--- src/rtl/bsrt_pkg.sv ---
`timescale 1ns / 1ps
`default_nettype none

package bsrt_pkg;

	// list depth and field widths
	localparam int MAX_RANGES = 16;
	localparam int NUM_W      = 16;
	localparam int CNT_W      = $clog2(MAX_RANGES + 1);
	localparam int ADDR_W     = $clog2(MAX_RANGES);

	// request transaction
	typedef struct packed {
		logic             has_number;
		logic [NUM_W-1:0] batch_number;
		logic             final_marker;
	} req_t;

	// response transaction
	typedef struct packed {
		logic             done_res;
		logic [NUM_W-1:0] contiguous_high;
		logic             overflow;
	} rsp_t;

	// one stored range, closed interval
	typedef struct packed {
		logic [NUM_W-1:0] lo;
		logic [NUM_W-1:0] hi;
	} entry_t;

	// classification of a number against one range
	typedef struct packed {
		logic covered;
		logic above_adj;
		logic below_adj;
		logic above;
	} cmp_t;

	// sequencer status toward the top level
	typedef struct packed {
		logic             idle;
		logic             res_valid;
		logic [CNT_W-1:0] count;
	} stat_t;

	typedef enum logic [3:0] {
		ST_IDLE,
		ST_WALK,
		ST_CHK,
		ST_MRD,
		ST_MCHK,
		ST_INS,
		ST_INS_WR,
		ST_REM,
		ST_REM_WR,
		ST_FRD,
		ST_FCHK,
		ST_RES
	} state_t;

endpackage

`default_nettype wire

--- src/rtl/batch_sequence_range_tracker.sv ---
// Batch sequence range tracker.
// Request channel (req_valid / req_ready / req) carries one batch report per
// transaction; response channel (rsp_valid / rsp_ready / rsp) returns exactly
// one result per request, in order.
// The block keeps the seen batch numbers as an ascending list of up to
// MAX_RANGES ranges in a small memory and walks it from the top entry down
// with one shared compare unit, one memory read per step.
// A report without a number goes straight to the result; otherwise the walk
// examines ranges from the top, moves entries one at a time when a range is
// inserted or removed, and then forms the result. One request is in work at a
// time; req_ready is low from acceptance until the sequencer has handed its
// result to the output register.
// The output register holds a finished response while the receiver stalls,
// and a new request may be accepted meanwhile; its result waits in the
// sequencer until the register frees up.
// Reset empties the list and clears the recorded total; memory contents are
// never used before being written, so no clearing pass is needed.
`timescale 1ns / 1ps
`default_nettype none

module batch_sequence_range_tracker (
	input  wire logic           clk,
	input  wire logic           arst_n,
	input  wire logic           req_valid,
	output logic                req_ready,
	input  wire bsrt_pkg::req_t req,
	output logic                rsp_valid,
	input  wire logic           rsp_ready,
	output bsrt_pkg::rsp_t      rsp
);

	bsrt_pkg::stat_t stat;
	bsrt_pkg::rsp_t  core_res;
	logic            start;
	logic            res_take;
	logic            rsp_valid_q;
	bsrt_pkg::rsp_t  rsp_q;

	assign req_ready = stat.idle;
	assign start     = req_valid && stat.idle;
	assign res_take  = stat.res_valid && (!rsp_valid_q || rsp_ready);

	bsrt_core u_core (
		.clk      (clk),
		.arst_n   (arst_n),
		.start    (start),
		.req      (req),
		.res_take (res_take),
		.stat     (stat),
		.res      (core_res)
	);

	// output register
	always_ff @(posedge clk or negedge arst_n) begin
		if (!arst_n) begin
			rsp_valid_q <= 1'b0;
		end else if (res_take) begin
			rsp_valid_q <= 1'b1;
		end else if (rsp_ready) begin
			rsp_valid_q <= 1'b0;
		end
	end

	always_ff @(posedge clk) begin
		if (res_take) begin
			rsp_q <= core_res;
		end
	end

	assign rsp_valid = rsp_valid_q;
	assign rsp       = rsp_q;

	// one request in work at a time
	a_busy_after_accept: assert property (@(posedge clk) disable iff (!arst_n)
		req_valid && req_ready |=> !req_ready)
		else $error("request accepted while a transaction is still in work");

	// list never grows past its depth
	a_count_bound: assert property (@(posedge clk) disable iff (!arst_n)
		stat.count <= bsrt_pkg::CNT_W'(bsrt_pkg::MAX_RANGES))
		else $error("range count above list depth");

	// overflow only reported with a full list
	a_ovf_full: assert property (@(posedge clk) disable iff (!arst_n)
		stat.res_valid && core_res.overflow
			|-> stat.count == bsrt_pkg::CNT_W'(bsrt_pkg::MAX_RANGES))
		else $error("overflow reported with room in the list");

	// a contiguous high value means exactly one range
	a_single_range: assert property (@(posedge clk) disable iff (!arst_n)
		stat.res_valid && (core_res.contiguous_high != '0)
			|-> stat.count == bsrt_pkg::CNT_W'(1))
		else $error("contiguous high reported with more than one range");

endmodule

`default_nettype wire

--- src/rtl/bsrt_cmp.sv ---
`timescale 1ns / 1ps
`default_nettype none

module bsrt_cmp (
	input  wire logic [bsrt_pkg::NUM_W-1:0] num,
	input  wire bsrt_pkg::entry_t           ent,
	output bsrt_pkg::cmp_t                  res
);

	logic [bsrt_pkg::NUM_W:0]   hi_inc;
	logic [bsrt_pkg::NUM_W-1:0] lo_dec;

	// edge neighbors, high side kept one bit wider so it never wraps
	assign hi_inc = {1'b0, ent.hi} + {{bsrt_pkg::NUM_W{1'b0}}, 1'b1};
	assign lo_dec = ent.lo - {{(bsrt_pkg::NUM_W-1){1'b0}}, 1'b1};

	// shared compare unit
	always_comb begin
		res.covered   = (num >= ent.lo) && (num <= ent.hi);
		res.above_adj = (hi_inc == {1'b0, num});
		res.below_adj = (ent.lo != '0) && (lo_dec == num);
		res.above     = (ent.hi < num);
	end

endmodule

`default_nettype wire

--- src/rtl/bsrt_core.sv ---
`timescale 1ns / 1ps
`default_nettype none

module bsrt_core (
	input  wire logic            clk,
	input  wire logic            arst_n,
	input  wire logic            start,
	input  wire bsrt_pkg::req_t  req,
	input  wire logic            res_take,
	output bsrt_pkg::stat_t      stat,
	output bsrt_pkg::rsp_t       res
);

	localparam int CW = bsrt_pkg::CNT_W;
	localparam int AW = bsrt_pkg::ADDR_W;
	localparam int NW = bsrt_pkg::NUM_W;

	bsrt_pkg::state_t state_q, state_d;

	bsrt_pkg::entry_t mem_q [bsrt_pkg::MAX_RANGES];
	bsrt_pkg::entry_t rd_q;
	bsrt_pkg::entry_t wdata;
	logic [AW-1:0]    waddr;
	logic [AW-1:0]    raddr;
	logic             we;

	logic [CW-1:0] count_q;
	logic [NW-1:0] final_q;
	logic [NW-1:0] n_q;
	logic [CW-1:0] i_q;
	logic [CW-1:0] k_q;
	logic [CW-1:0] p_q;
	logic [NW-1:0] cur_hi_q;
	logic          ovf_q;
	bsrt_pkg::rsp_t res_q;

	bsrt_pkg::cmp_t cmp;
	logic [CW-1:0]  i_dec;
	logic [CW-1:0]  k_dec;
	logic [CW-1:0]  k_inc;
	logic           full;
	logic [NW-1:0]  high;

	assign i_dec = i_q - CW'(1);
	assign k_dec = k_q - CW'(1);
	assign k_inc = k_q + CW'(1);
	assign full  = (count_q == CW'(bsrt_pkg::MAX_RANGES));
	assign high  = ((count_q == CW'(1)) && (rd_q.lo == NW'(1))) ? rd_q.hi : '0;

	// one compare unit, fed by whichever entry was just read
	bsrt_cmp u_cmp (
		.num (n_q),
		.ent (rd_q),
		.res (cmp)
	);

	// range memory, one write and one registered read per cycle
	always_ff @(posedge clk) begin
		if (we) begin
			mem_q[waddr] <= wdata;
		end
		rd_q <= mem_q[raddr];
	end

	// state register
	always_ff @(posedge clk or negedge arst_n) begin
		if (!arst_n) begin
			state_q <= bsrt_pkg::ST_IDLE;
		end else begin
			state_q <= state_d;
		end
	end

	// next state and memory control
	always_comb begin
		state_d = state_q;
		we      = 1'b0;
		waddr   = '0;
		wdata   = '0;
		raddr   = '0;
		unique case (state_q)
			bsrt_pkg::ST_IDLE: begin
				if (start) begin
					state_d = req.has_number ? bsrt_pkg::ST_WALK : bsrt_pkg::ST_RES;
				end
			end
			bsrt_pkg::ST_WALK: begin
				if (i_q == '0) begin
					state_d = full ? bsrt_pkg::ST_FRD : bsrt_pkg::ST_INS;
				end else begin
					raddr   = i_dec[AW-1:0];
					state_d = bsrt_pkg::ST_CHK;
				end
			end
			bsrt_pkg::ST_CHK: begin
				if (cmp.covered) begin
					state_d = bsrt_pkg::ST_FRD;
				end else if (cmp.above_adj) begin
					we      = 1'b1;
					waddr   = i_q[AW-1:0];
					wdata   = '{lo: rd_q.lo, hi: n_q};
					state_d = bsrt_pkg::ST_FRD;
				end else if (cmp.below_adj) begin
					if (i_q != '0) begin
						state_d = bsrt_pkg::ST_MRD;
					end else begin
						we      = 1'b1;
						waddr   = i_q[AW-1:0];
						wdata   = '{lo: n_q, hi: rd_q.hi};
						state_d = bsrt_pkg::ST_FRD;
					end
				end else if (cmp.above) begin
					state_d = full ? bsrt_pkg::ST_FRD : bsrt_pkg::ST_INS;
				end else begin
					state_d = bsrt_pkg::ST_WALK;
				end
			end
			bsrt_pkg::ST_MRD: begin
				raddr   = i_dec[AW-1:0];
				state_d = bsrt_pkg::ST_MCHK;
			end
			bsrt_pkg::ST_MCHK: begin
				we = 1'b1;
				if (cmp.above_adj) begin
					waddr   = i_dec[AW-1:0];
					wdata   = '{lo: rd_q.lo, hi: cur_hi_q};
					state_d = bsrt_pkg::ST_REM;
				end else begin
					waddr   = i_q[AW-1:0];
					wdata   = '{lo: n_q, hi: cur_hi_q};
					state_d = bsrt_pkg::ST_FRD;
				end
			end
			bsrt_pkg::ST_INS: begin
				if (k_q == p_q) begin
					we      = 1'b1;
					waddr   = p_q[AW-1:0];
					wdata   = '{lo: n_q, hi: n_q};
					state_d = bsrt_pkg::ST_FRD;
				end else begin
					raddr   = k_dec[AW-1:0];
					state_d = bsrt_pkg::ST_INS_WR;
				end
			end
			bsrt_pkg::ST_INS_WR: begin
				we      = 1'b1;
				waddr   = k_q[AW-1:0];
				wdata   = rd_q;
				state_d = bsrt_pkg::ST_INS;
			end
			bsrt_pkg::ST_REM: begin
				if (k_inc < count_q) begin
					raddr   = k_inc[AW-1:0];
					state_d = bsrt_pkg::ST_REM_WR;
				end else begin
					state_d = bsrt_pkg::ST_FRD;
				end
			end
			bsrt_pkg::ST_REM_WR: begin
				we      = 1'b1;
				waddr   = k_q[AW-1:0];
				wdata   = rd_q;
				state_d = bsrt_pkg::ST_REM;
			end
			bsrt_pkg::ST_FRD: begin
				state_d = bsrt_pkg::ST_FCHK;
			end
			bsrt_pkg::ST_FCHK: begin
				state_d = bsrt_pkg::ST_RES;
			end
			bsrt_pkg::ST_RES: begin
				if (res_take) begin
					state_d = bsrt_pkg::ST_IDLE;
				end
			end
			default: begin
				state_d = bsrt_pkg::ST_IDLE;
			end
		endcase
	end

	// list count and recorded total
	always_ff @(posedge clk or negedge arst_n) begin
		if (!arst_n) begin
			count_q <= '0;
			final_q <= '0;
		end else begin
			if (start && (state_q == bsrt_pkg::ST_IDLE) && req.has_number
					&& req.final_marker) begin
				final_q <= req.batch_number;
			end
			if ((state_q == bsrt_pkg::ST_INS) && (k_q == p_q)) begin
				count_q <= count_q + CW'(1);
			end else if ((state_q == bsrt_pkg::ST_REM) && !(k_inc < count_q)) begin
				count_q <= count_q - CW'(1);
			end
		end
	end

	// walk indexes, working number and result
	always_ff @(posedge clk) begin
		case (state_q)
			bsrt_pkg::ST_IDLE: begin
				n_q   <= req.batch_number;
				i_q   <= count_q;
				ovf_q <= 1'b0;
				res_q <= '{done_res: req.final_marker, contiguous_high: '0, overflow: 1'b0};
			end
			bsrt_pkg::ST_WALK: begin
				if (i_q == '0) begin
					ovf_q <= full;
					p_q   <= '0;
					k_q   <= count_q;
				end else begin
					i_q <= i_dec;
				end
			end
			bsrt_pkg::ST_CHK: begin
				cur_hi_q <= rd_q.hi;
				if (!cmp.covered && !cmp.above_adj && !cmp.below_adj && cmp.above) begin
					ovf_q <= full;
					p_q   <= i_q + CW'(1);
					k_q   <= count_q;
				end
			end
			bsrt_pkg::ST_MCHK: begin
				k_q <= i_q;
			end
			bsrt_pkg::ST_INS_WR: begin
				k_q <= k_dec;
			end
			bsrt_pkg::ST_REM_WR: begin
				k_q <= k_inc;
			end
			bsrt_pkg::ST_FCHK: begin
				res_q <= '{done_res: (final_q != '0) && (final_q == high),
					contiguous_high: high, overflow: ovf_q};
			end
			default: begin
			end
		endcase
	end

	assign stat.idle      = (state_q == bsrt_pkg::ST_IDLE);
	assign stat.res_valid = (state_q == bsrt_pkg::ST_RES);
	assign stat.count     = count_q;
	assign res            = res_q;

endmodule

`default_nettype wire
--- config.mk ---
export PLATFORM = sky130hd
export DESIGN_NAME = batch_sequence_range_tracker
export DESIGN_NICKNAME = d
export VERILOG_FILES = /design/src/rtl/bsrt_pkg.sv /design/src/rtl/batch_sequence_range_tracker.sv /design/src/rtl/bsrt_cmp.sv /design/src/rtl/bsrt_core.sv
export SDC_FILE = /design/constraint.sdc
export NUM_CORES = 1
export LEC_CHECK = 0
export BUFFER_PORTS_ARGS = -buffer_cell sky130_fd_sc_hd__buf_2
export CAP_MARGIN = 25
export CORE_AREA = 2 2 313 315
export DETAILED_ROUTE_END_ITERATION = 12
export DIE_AREA = 0 0 315 317
export PLACE_DENSITY = 0.49
export SLEW_MARGIN = 5
export SYNTH_ARGS = -nofsm -noshare
export SYNTH_HDL_FRONTEND = slang
export SYNTH_SLANG_ARGS = --single-unit
--- constraint.sdc ---
create_clock -name clk -period 7.3 [get_ports clk]
set_clock_uncertainty 0.05 [all_clocks]
set_input_delay 0.73 -clock clk [delete_from_list [all_inputs] [get_ports clk]]
set_output_delay 0.73 -clock clk [all_outputs]
set_load 0.005 [all_outputs]
# Word-level counts from Yosys, hierarchy flattened

Memories as Yosys holds them, arrays and structs flattened. A register that Yosys moved wholly into a read port is not among the register bits.
Cells that the tools add are included.

Register bits: 110
Bits in latches: 0
Bits in writable memories: 512
Bits in read-only memories: 0
Input bits: 22
Output and inout bits: 20
Logic and storage cells: 148
Memories kept: 1

Add/subtract/negate cells: 8
Multiply operators: 0
Divide/modulo/power cells: 0
Magnitude comparators: 4
Equal/unequal tests: 23
Shifts and indexed selects: 0
Mux-type cells: 57
Bitwise operators: 0
Reduce and logical (&&, ||, !) cells: 39

Memory list:

| name         | depth | bits a word | rd ports | clocked after Yosys merged registers in | wr ports | line            | source |
|---|---|---|---|---|---|---|---|
| u_core.mem_q | 16    | 32          | 1        | 1                                       | 1        | bsrt_core.sv:20 | `bsrt_pkg::entry_t mem_q [bsrt_pkg::MAX_RANGES];` |

Operators with widths:

| kind                                                 | count |
|---|---|
| 2-to-1 mux 32 bit                                    | 6 |
| case mux 32 bit (4 select lines)                     | 1 |
| 2-to-1 mux 4 bit                                     | 21 |
| case mux 4 bit (12 select lines)                     | 1 |
| case mux 18 bit (2 select lines)                     | 1 |
| 2-to-1 mux 5 bit                                     | 7 |
| equality test 16 bit                                 | 2 |
| case mux 4 bit (4 select lines)                      | 2 |
| nonzero test 16 bit                                  | 2 |
| case mux 5 bit (5 select lines)                      | 1 |
| case mux 5 bit (2 select lines)                      | 2 |
| adder 16 x 1 -> 17 bit, second input constant        | 1 |
| equality test 17 x 16 -> 1 bit                       | 1 |
| equality test 16 x 1 -> 1 bit, second input constant | 1 |
| equality test 4 x 3 -> 1 bit, second input constant  | 4 |
| equality test 4 bit, second input constant           | 4 |
| >= comparator 16 bit                                 | 1 |
| <= comparator 16 bit                                 | 1 |
| less-than comparator 16 bit                          | 1 |
| 2-to-1 mux 16 bit                                    | 1 |
| subtractor 16 x 1 -> 16 bit, second input constant   | 1 |
| adder 5 x 1 -> 5 bit, second input constant          | 3 |
| subtractor 5 x 1 -> 5 bit, second input constant     | 3 |
| logical AND 1 bit                                    | 14 |
| 21 further kinds                                     | 49 |

# Logic depth before layout (Yosys ltp)

Gate-level depths: netlist (run 1).

Word-level depth: 9
Depth in mapped cells: 15
Gate-level depth less buffers: 12

# Modules after synthesis

From an unflattened synthesis (run 1), not the netlist that was laid out.

Cell total of the unflattened synthesis: 1623
Area total of the unflattened synthesis: 27526.4 µm²

Modules (own cells, without submodules):

| module                       | instances | cells each | area an instance (µm²) | seq. area each (µm²) |
|---|---|---|---|---|
| bsrt_core                    | 1         | 1336       | 25077.8                | 18622.9 |
| bsrt_cmp                     | 1         | 264        | 1858.0                 | 0.0 |
| batch_sequence_range_tracker | 1         | 23         | 590.6                  | 565.5 |

# Least setup slack after synthesis (run 1)

OpenSTA, ideal clock, no wires.

Path type: flip-flop to flip-flop
Start: register u_core.rd_q[0] (netlist name)
End: memory u_core.mem_q[0][0] (netlist name), enable pin
Setup time: 502 ps
Arrival time: 6279 ps
Required time: 6748 ps
Path slack: 469 ps
Stages on the path, launching flop included: 12
Buffers on the path: 1
Period minus slack after synthesis: 6831 ps
Cell sequence: dfxtp_1 > ha_1 > and4_4 > nand3_4 > o21a_1 > or4_1 > or4_4 > or2_4 > buf_6 > xnor2_2 > a221o_1 > nor4_1

Word-level cells in the longest chain between the ends: 7
Elaborated cells between the ends (all ways): 13
Classes of those cells: add/sub (1); order compare (1); eq/ne (1); mux (9); reduce/logical (1)

RTL lines:

| what                                   | line            | source |
|---|---|---|
| adder 16 x 1 -> 17 bit                 | bsrt_cmp.sv:14  | `assign hi_inc = {1'b0, ent.hi} + {{bsrt_pkg::NUM_W{1'b0}}, 1'b1};` |
| equality test 17 x 16 -> 1 bit         | bsrt_cmp.sv:20  | `res.above_adj = (hi_inc == {1'b0, num});` |
| 2-to-1 mux 1 bit                       | bsrt_core.sv:98 | `end else if (cmp.above_adj) begin` |
| 2-to-1 mux 1 bit                       | bsrt_core.sv:96 | `if (cmp.covered) begin` |
| case mux 1 bit (3 select lines)        | bsrt_core.sv:81 | `unique case (state_q)` |
| 2-to-1 mux 1 bit                       | bsrt_core.sv:59 | `if (we) begin` |
| 2-to-1 mux 1 bit (not written as such) | bsrt_core.sv:60 | `mem_q[waddr] <= wdata;` |
| to (decl)                              | bsrt_core.sv:20 |  |

Parallel ways exist; a longest one is shown, timed or not.

==> results of run 1 <==
[per-layer routing]
metal  share of wire [%]  GRT usage (%)
met5                   0              0
met4                 2.1           4.57
met3                 6.0           2.23
met2                  47           26.7
met1                  45           23.4
[where the power goes]
part	switching (mW)	internal [mW]	total, mW
clock network	1.49	2.04	3.53
logic	3.98	2.06	6.04
registers	0.667	5.05	5.72
total	6.14	9.15	15.3
[cell type report]
type | instances | area share [%]
inverters | 61 | 0.696
clock buffers | 85 | 5.88
multi-input cells | 1225 | 27.0
clock inverters | 44 | 1.07
repair buffers | 100 | 2.17
diodes | 1 | 0.00761
flip-flops and latches | 654 | 58.3
well taps | 1276 | 4.85
[cells in the final DEF, fill, tap and decap left out, types with 19 or more instances in the layout]
| cell type | count |
|---|---|
| o21ai_0 | 51 |
| a221oi_1 | 65 |
| and3_1 | 78 |
| clkinv_1 | 19 |
| xor2_1 | 19 |
| nand2_1 | 103 |
| ha_1 | 47 |
| nor3_1 | 32 |
| nor2_1 | 56 |
| inv_1 | 61 |
| o22ai_1 | 40 |
| buf_2 | 41 |
| a31o_2 | 65 |
| nand3_1 | 19 |
| a211oi_1 | 72 |
| buf_4 | 54 |
| mux2i_1 | 67 |
| dfrtp_1 | 26 |
| xnor2_1 | 42 |
| clkbuf_16 | 75 |
| dfxtp_1 | 32 |
| a21boi_0 | 68 |
| or3_1 | 35 |
| a21oi_1 | 98 |
| edfxtp_1 | 596 |
| o32ai_1 | 33 |
[worst paths after layout]
| path | endpoint | startpoint | cells after the start |
|---|---|---|---|
| setup reg to reg | u_core.mem_q[2][26] | u_core.n_q[9] | 10 |
| max in group asynchronous | u_core.final_q[7] | arst_n | 1 |
| hold / removal | rsp_valid | arst_n | 1 |
| min in group clk | u_core.n_q[14] | req[15] | 1 |
| hold reg to reg | rsp[15] | u_core.res[15] | 0 |
| setup / recovery | u_core.mem_q[2][26] | u_core.n_q[9] | 10 |
[logic make-up after synthesis]
family	share of synthesized area, %
adder cells (fa/ha/maj)	2.04
XOR/XNOR	1.91
flip-flops	66.7
AO/OA/AOI/OAI	15.5
AND/OR/NAND/NOR	7.91
buffers and inverters	3.01
multiplexers	2.96
[state kept, by name (all words and copies together), names as in the netlist, 4 cells and up]
name             count
u_core.mem_q       512
u_core.res          18
u_core.final_q      16
u_core.n_q          16
u_core.k_q           5
u_core.state_q       4
u_core.count_q       5
u_core.p_q           5
u_core.rd_q         32
u_core.i_q           5
rsp                 18
u_core.cur_hi_q     16
[per-stage QoR]
step / worst slack (ns) / hold slack [ns] / total power, mW
6_report: 2.13 / 0.0951 / 15.3
5_1_grt: 1.92 / 0.125 / 16.1
4_1_cts: 2.15 / 0.0879 / 15.4
3_5_place_dp: 2.18 / 0.355 / 11.8
3_3_place_gp: 2.16 / 0.354 / 11.7
2_1_floorplan: 0.469 / 0.350 / 9.43
[critical path: cells and delay by family (launching register included)]
family                     cells  cell delay [ns]
AOI/OAI and AO/OA              7             2.67
and+or+nand+nor                2             1.20
DFF                            1             0.53
adders and majority gates      1             0.37
==> flow_summary.toml, run 1 <==
[timing]
setup_tns_ns = 0
finalHoldViolations = 0
period_share_pct = 70.8
relSlewSlack_pct = 28.5
final-max-slew-violation-count = 0
rsz0062_at_grt = "no"
layout_min_cycle_time_ns = 5.17
setup_viol = 0
max_slew.worst_pin.slew_ns = 1.07
max_freq_ghz = 0.194

[layout]
utilization_pct = 34.2
drive_gt1_share_pct = 15.1
fillCellCount = 9243
finalNetCount = 2184
finalInstanceArea_um2 = 32900
multi_input_area_um2 = 8880
regArea_um2 = 19200
areaGrowthSynthToFinish_pct = 14.4
stdcell_count = 3446

[logic_synthesis]
netlist_top_cells_area = "edfxtp_1 (62%), mux2i_1 (2.3%), dfrtp_1 (2.3%)"
syn_area_um2 = 28800
synth_seq_area_share_pct = 66.7
async_reset_ff_share_pct = 3.98
ys_types = 83
synthCells = 2098
synth_fp_nets = 2167
netlist.area_leader.share_pct = 62.2
avgSynthCellArea_um2 = 13.7
synthTopCellsByCount = "edfxtp_1 (596), clkbuf_1 (131), nand2_1 (105)"
ys_ff_latch = 654
yosysMostFrequentCell = "edfxtp_1"
synth_warnings = 0
yosysTopAreaCell = "edfxtp_1"
synth-edff-count = 596
ys.flop_type = "edfxtp_1"

[run_status]
status = "finished clean"

[worst_hold_path]
min-delay-path-class = "in2async"

[clock_tree]
cts_root_buf = "clkbuf_16"
cts_hold_buffers = 0
cts_resized = 0
clock_latency_ns = 0.62
post_cts_buffers = 0
htreeDepth = 3
cts.path.max_buffers = 3
numClockSinks = 654
cts_tree = "done"
cts_made_buffers = 73
clk_pin_slew_ns = 0.06

[drt]
final_antenna_net_count = 0
via_count = 18677
drc = 0
drt_pass1_iterations = 6
via_per_inst = 5.42
first_iter_violations = 1831
wl_um = 83800
post_drt_wl_per_cell_um = 24.3

[grt]
grt_max_degree = 145
antenna_found_initial = 1
grt_pass1_vias = 18225
grt_pass1_wl_um = 124000
track_usage_pct = 16.6
grt_overflow_total = 0

[critical_path]
critical_path.cell_chain = "ha_1, a21oi_1, o21ai_0, a2111oi_0, a211oi_1, o32ai_1, nand2_1, a21oi_4, or3_1, a32o_1"
start_kind = "register"
critical_path_required_ns = 7.55
rrSetupSlack_ns = 2.13
path_max_fanout = 16
critical_path_class = "reg2reg"
endpoint_kind = "register"
cp.arrival_ns = 5.42
critPathMaxStageDelay_ns = 0.83
crit_path_top_delay_cell = "or3_1"

[floorplan]
die_w_um = 315
num_rows = 114
core_um2 = 96300
fp.dieH_um = 317
start_util_pct = 29.9
fp.dieArea_um2 = 99900
pin_count = 42

[job]
max-cap-violations = 0

[power_and_ir_drop]
peakVddDrop_uv = 422
p_leak_nw = 11.2
cellPowerDensity_nw_per_um2 = 465

[placed_design]
gp_congestion = 0.856
postPlaceCellArea_um2 = 30500
hpwl_um = 49800
dp.cells = 3313
io_buffer_count = 41
Note: power is estimated with default switching activity, not from simulation.
==> run 2: changes to the inputs <==
--- a/config.mk
+++ b/config.mk
@@ -5,12 +5,13 @@
 export SDC_FILE = /design/constraint.sdc
 export NUM_CORES = 1
 export LEC_CHECK = 0
+export ABC_AREA = 1
 export BUFFER_PORTS_ARGS = -buffer_cell sky130_fd_sc_hd__buf_2
 export CAP_MARGIN = 25
-export CORE_AREA = 2 2 313 315
+export CORE_AREA = 2 2 320 322
 export DETAILED_ROUTE_END_ITERATION = 12
-export DIE_AREA = 0 0 315 317
-export PLACE_DENSITY = 0.49
+export DIE_AREA = 0 0 322 324
+export PLACE_DENSITY = 0.48
 export SLEW_MARGIN = 5
 export SYNTH_ARGS = -nofsm -noshare
 export SYNTH_HDL_FRONTEND = slang
==> constraint.sdc (replaced) <==
create_clock -name clk -period 4.8 [get_ports clk]
set_clock_uncertainty 0.05 [all_clocks]
set_input_delay 0.48 -clock clk [delete_from_list [all_inputs] [get_ports clk]]
set_output_delay 0.48 -clock clk [all_outputs]
set_load 0.005 [all_outputs]
==> flow_summary.toml, run 2 <==
[run_status]
status = "finished clean"

[drt]
first_iter_violations = 1829
drc = 0
wl_um = 87000
via_count = 20746
drt_pass1_iterations = 7
final_antenna_net_count = 0
post_drt_wl_per_cell_um = 20.4
via_per_inst = 4.86

[timing]
setup_tns_ns = 0
setup_viol = 0
max_slew.worst_pin.slew_ns = 0.992
layout_min_cycle_time_ns = 4.40
max_freq_ghz = 0.227
rsz0062_at_grt = "no"
period_share_pct = 91.7
timing.hold.ws_ns = 0.0357
relSlewSlack_pct = 33.6
finalHoldViolations = 0
final-max-slew-violation-count = 0

[placed_design]
dp.cells = 4119
postPlaceCellArea_um2 = 32500
gp_congestion = 0.886
io_buffer_count = 41
hpwl_um = 55300

[logic_synthesis]
ys_ff_latch = 654
synthCells = 2812
async_reset_ff_share_pct = 3.98
synth_fp_nets = 2881
synth-edff-count = 596
yosysMostFrequentCell = "nand2_1"
netlist.area_leader.share_pct = 59.4
synthTopCellsByCount = "nand2_1 (613), edfxtp_1 (596), inv_1 (381)"
yosysTopAreaCell = "edfxtp_1"
syn_area_um2 = 30100
synth_seq_area_share_pct = 63.7
netlist_top_cells_area = "edfxtp_1 (59%), nand2_1 (7.6%), o211ai_1 (7.1%)"
synth_warnings = 0
ys.flop_type = "edfxtp_1"
avgSynthCellArea_um2 = 10.7
ys_types = 48

[layout]
drive_gt1_share_pct = 11.0
finalInstanceArea_um2 = 35000
areaGrowthSynthToFinish_pct = 16.2
final_common_cell = "nand2_1"
reg.largest.list = "u_core.mem_q: 512 flops, u_core.rd_q: 32 flops"
stdcell_count = 4265
regMostFlops = "u_core.mem_q"
largest_reg_flops = 512
layout_common_cells = "nand2_1 (612), edfxtp_1 (596), inv_1 (379)"
insertedDiodeCount = 0
finalNetCount = 2962

[grt]
gr-usage-met2_pct = 26.1
grt_pass1_vias = 19890
grt_overflow_total = 0
grt_pass1_wl_um = 130000
grtUsageMet3_pct = 2.53
grt_busiest_layer = "met2"
grt_max_degree = 109
track_usage_pct = 16.6
grtUsageMet1_pct = 23.6
antenna_found_initial = 3

[floorplan]
start_util_pct = 29.8
pin_count = 42
fp.dieArea_um2 = 104000
num_rows = 117
core_um2 = 101000
fp.dieH_um = 324
die_w_um = 322

[critical_path]
path_buf_inv = 2
critPathMaxStageDelay_ns = 0.73
critical-path-top-delay-family = "simple AND/OR/NAND/NOR gates"
crit_path_top_delay_cell = "dfxtp_1"
endpoint_kind = "register"
start_kind = "register"
cp_common_cell = "nand3_1"
critical_path.cell_chain = "nand2_1, nor2_2, nand3_1, nand3_1, nand2_1, inv_1, nand3_1, nor2_1, nand4_2, buf_4, o211ai_1, nand3_1"
path_max_fanout = 41
cp.arrival_ns = 4.52
critical_path_class = "reg2reg"
critical_path_required_ns = 4.92

[clock_tree]
cts_resized = 0
htreeDepth = 3
numClockSinks = 654
cts_made_buffers = 75
clock_latency_ns = 0.64
clk_pin_slew_ns = 0.06
cts_tree = "done"
cts.path.max_buffers = 3
post_cts_buffers = 0
cts_root_buf = "clkbuf_16"

[power_and_ir_drop]
fin_total_pwr_mw = 24.6
p_leak_nw = 13.2
peakVddDrop_uv = 625
cellPowerDensity_nw_per_um2 = 702

[job]
max-cap-violations = 0

[worst_hold_path]
min-delay-path-class = "in2reg"
==> run 2: logic make-up after synthesis <==
group | synth area share (%)
AND/OR/NAND/NOR | 16.4
AO/OA/AOI/OAI | 9.22
XOR/XNOR | 1.34
flip-flops | 63.7
buffers and inverters | 6.90
adder cells (fa/ha/maj) | 1.95
multiplexers | 0.449
==> run 2: worst reg2reg max path, cell delays in order (launching register included) <==
cell and delay, ns:
dfxtp_1 0.73, nand2_1 0.30, nor2_2 0.36, nand3_1 0.15, nand3_1 0.17, nand2_1 0.06, inv_1 0.05, nand3_1 0.07
nor2_1 0.14, nand4_2 0.44, buf_4 0.49, o211ai_1 0.36, nand3_1 0.57
==> run 2: repair_timing <==
item,4_1_cts,5_1_grt
hold buffers,6,0
endpoints found under the hold margin,31,0
endpoints found under the setup margin,0,0
==> run 2: path summary, 6_finish.rpt <==
kind                                 from                 end  slack (ns)  cells past startpoint
max in group asynchronous          arst_n   u_core.final_q[2]        3.90                      2
min in group asynchronous          arst_n   u_core.final_q[3]        0.37                      2
max                        u_core.rd_q[3]  u_core.mem_q[1][4]        0.40                     12
min reg2reg                 u_core.res[0]              rsp[0]        0.37                      0
min                                req[9]       u_core.n_q[8]        0.04                      1
max reg2reg                u_core.rd_q[3]  u_core.mem_q[1][4]        0.40                     12
==> run 2: routing by layer <==
metal | vias up | routed length, µm
li1 | 9978 | -
met1 | 10104 | 41100
met2 | 536 | 38800
met3 | 128 | 4520
met4 | 0 | 2540
met5 | - | 0
==> run 2: final cells by class <==
class	count	area [µm²]
clock buffers	95	2000
clock inverters	45	452
fillers	10064	66000
inverters	391	1470
multi-input cells	1632	9010
flip-flops and latches	654	19200
well taps	1309	1640
repair buffers	139	1240
==> run 2: per-stage QoR <==
| step | utilization (%) | setup slack [ns] |
|---|---|---|
| floorplan | - | 0.737 |
| global placement | 32.2 | 0.476 |
| detailed placement | 32.2 | 0.510 |
| CTS | 34.7 | 0.463 |
| global route | 34.7 | 0.155 |
| finish | 34.7 | 0.397 |
==> run 2: power by group <==
| part | switching (mW) | internal, mW | leakage [nW] | total (mW) |
|---|---|---|---|---|
| Sequential | 0.844 | 7.95 | 6.11 | 8.80 |
| Clock | 2.45 | 3.18 | 1.19 | 5.63 |
| Combinational | 7.08 | 3.07 | 5.90 | 10.1 |
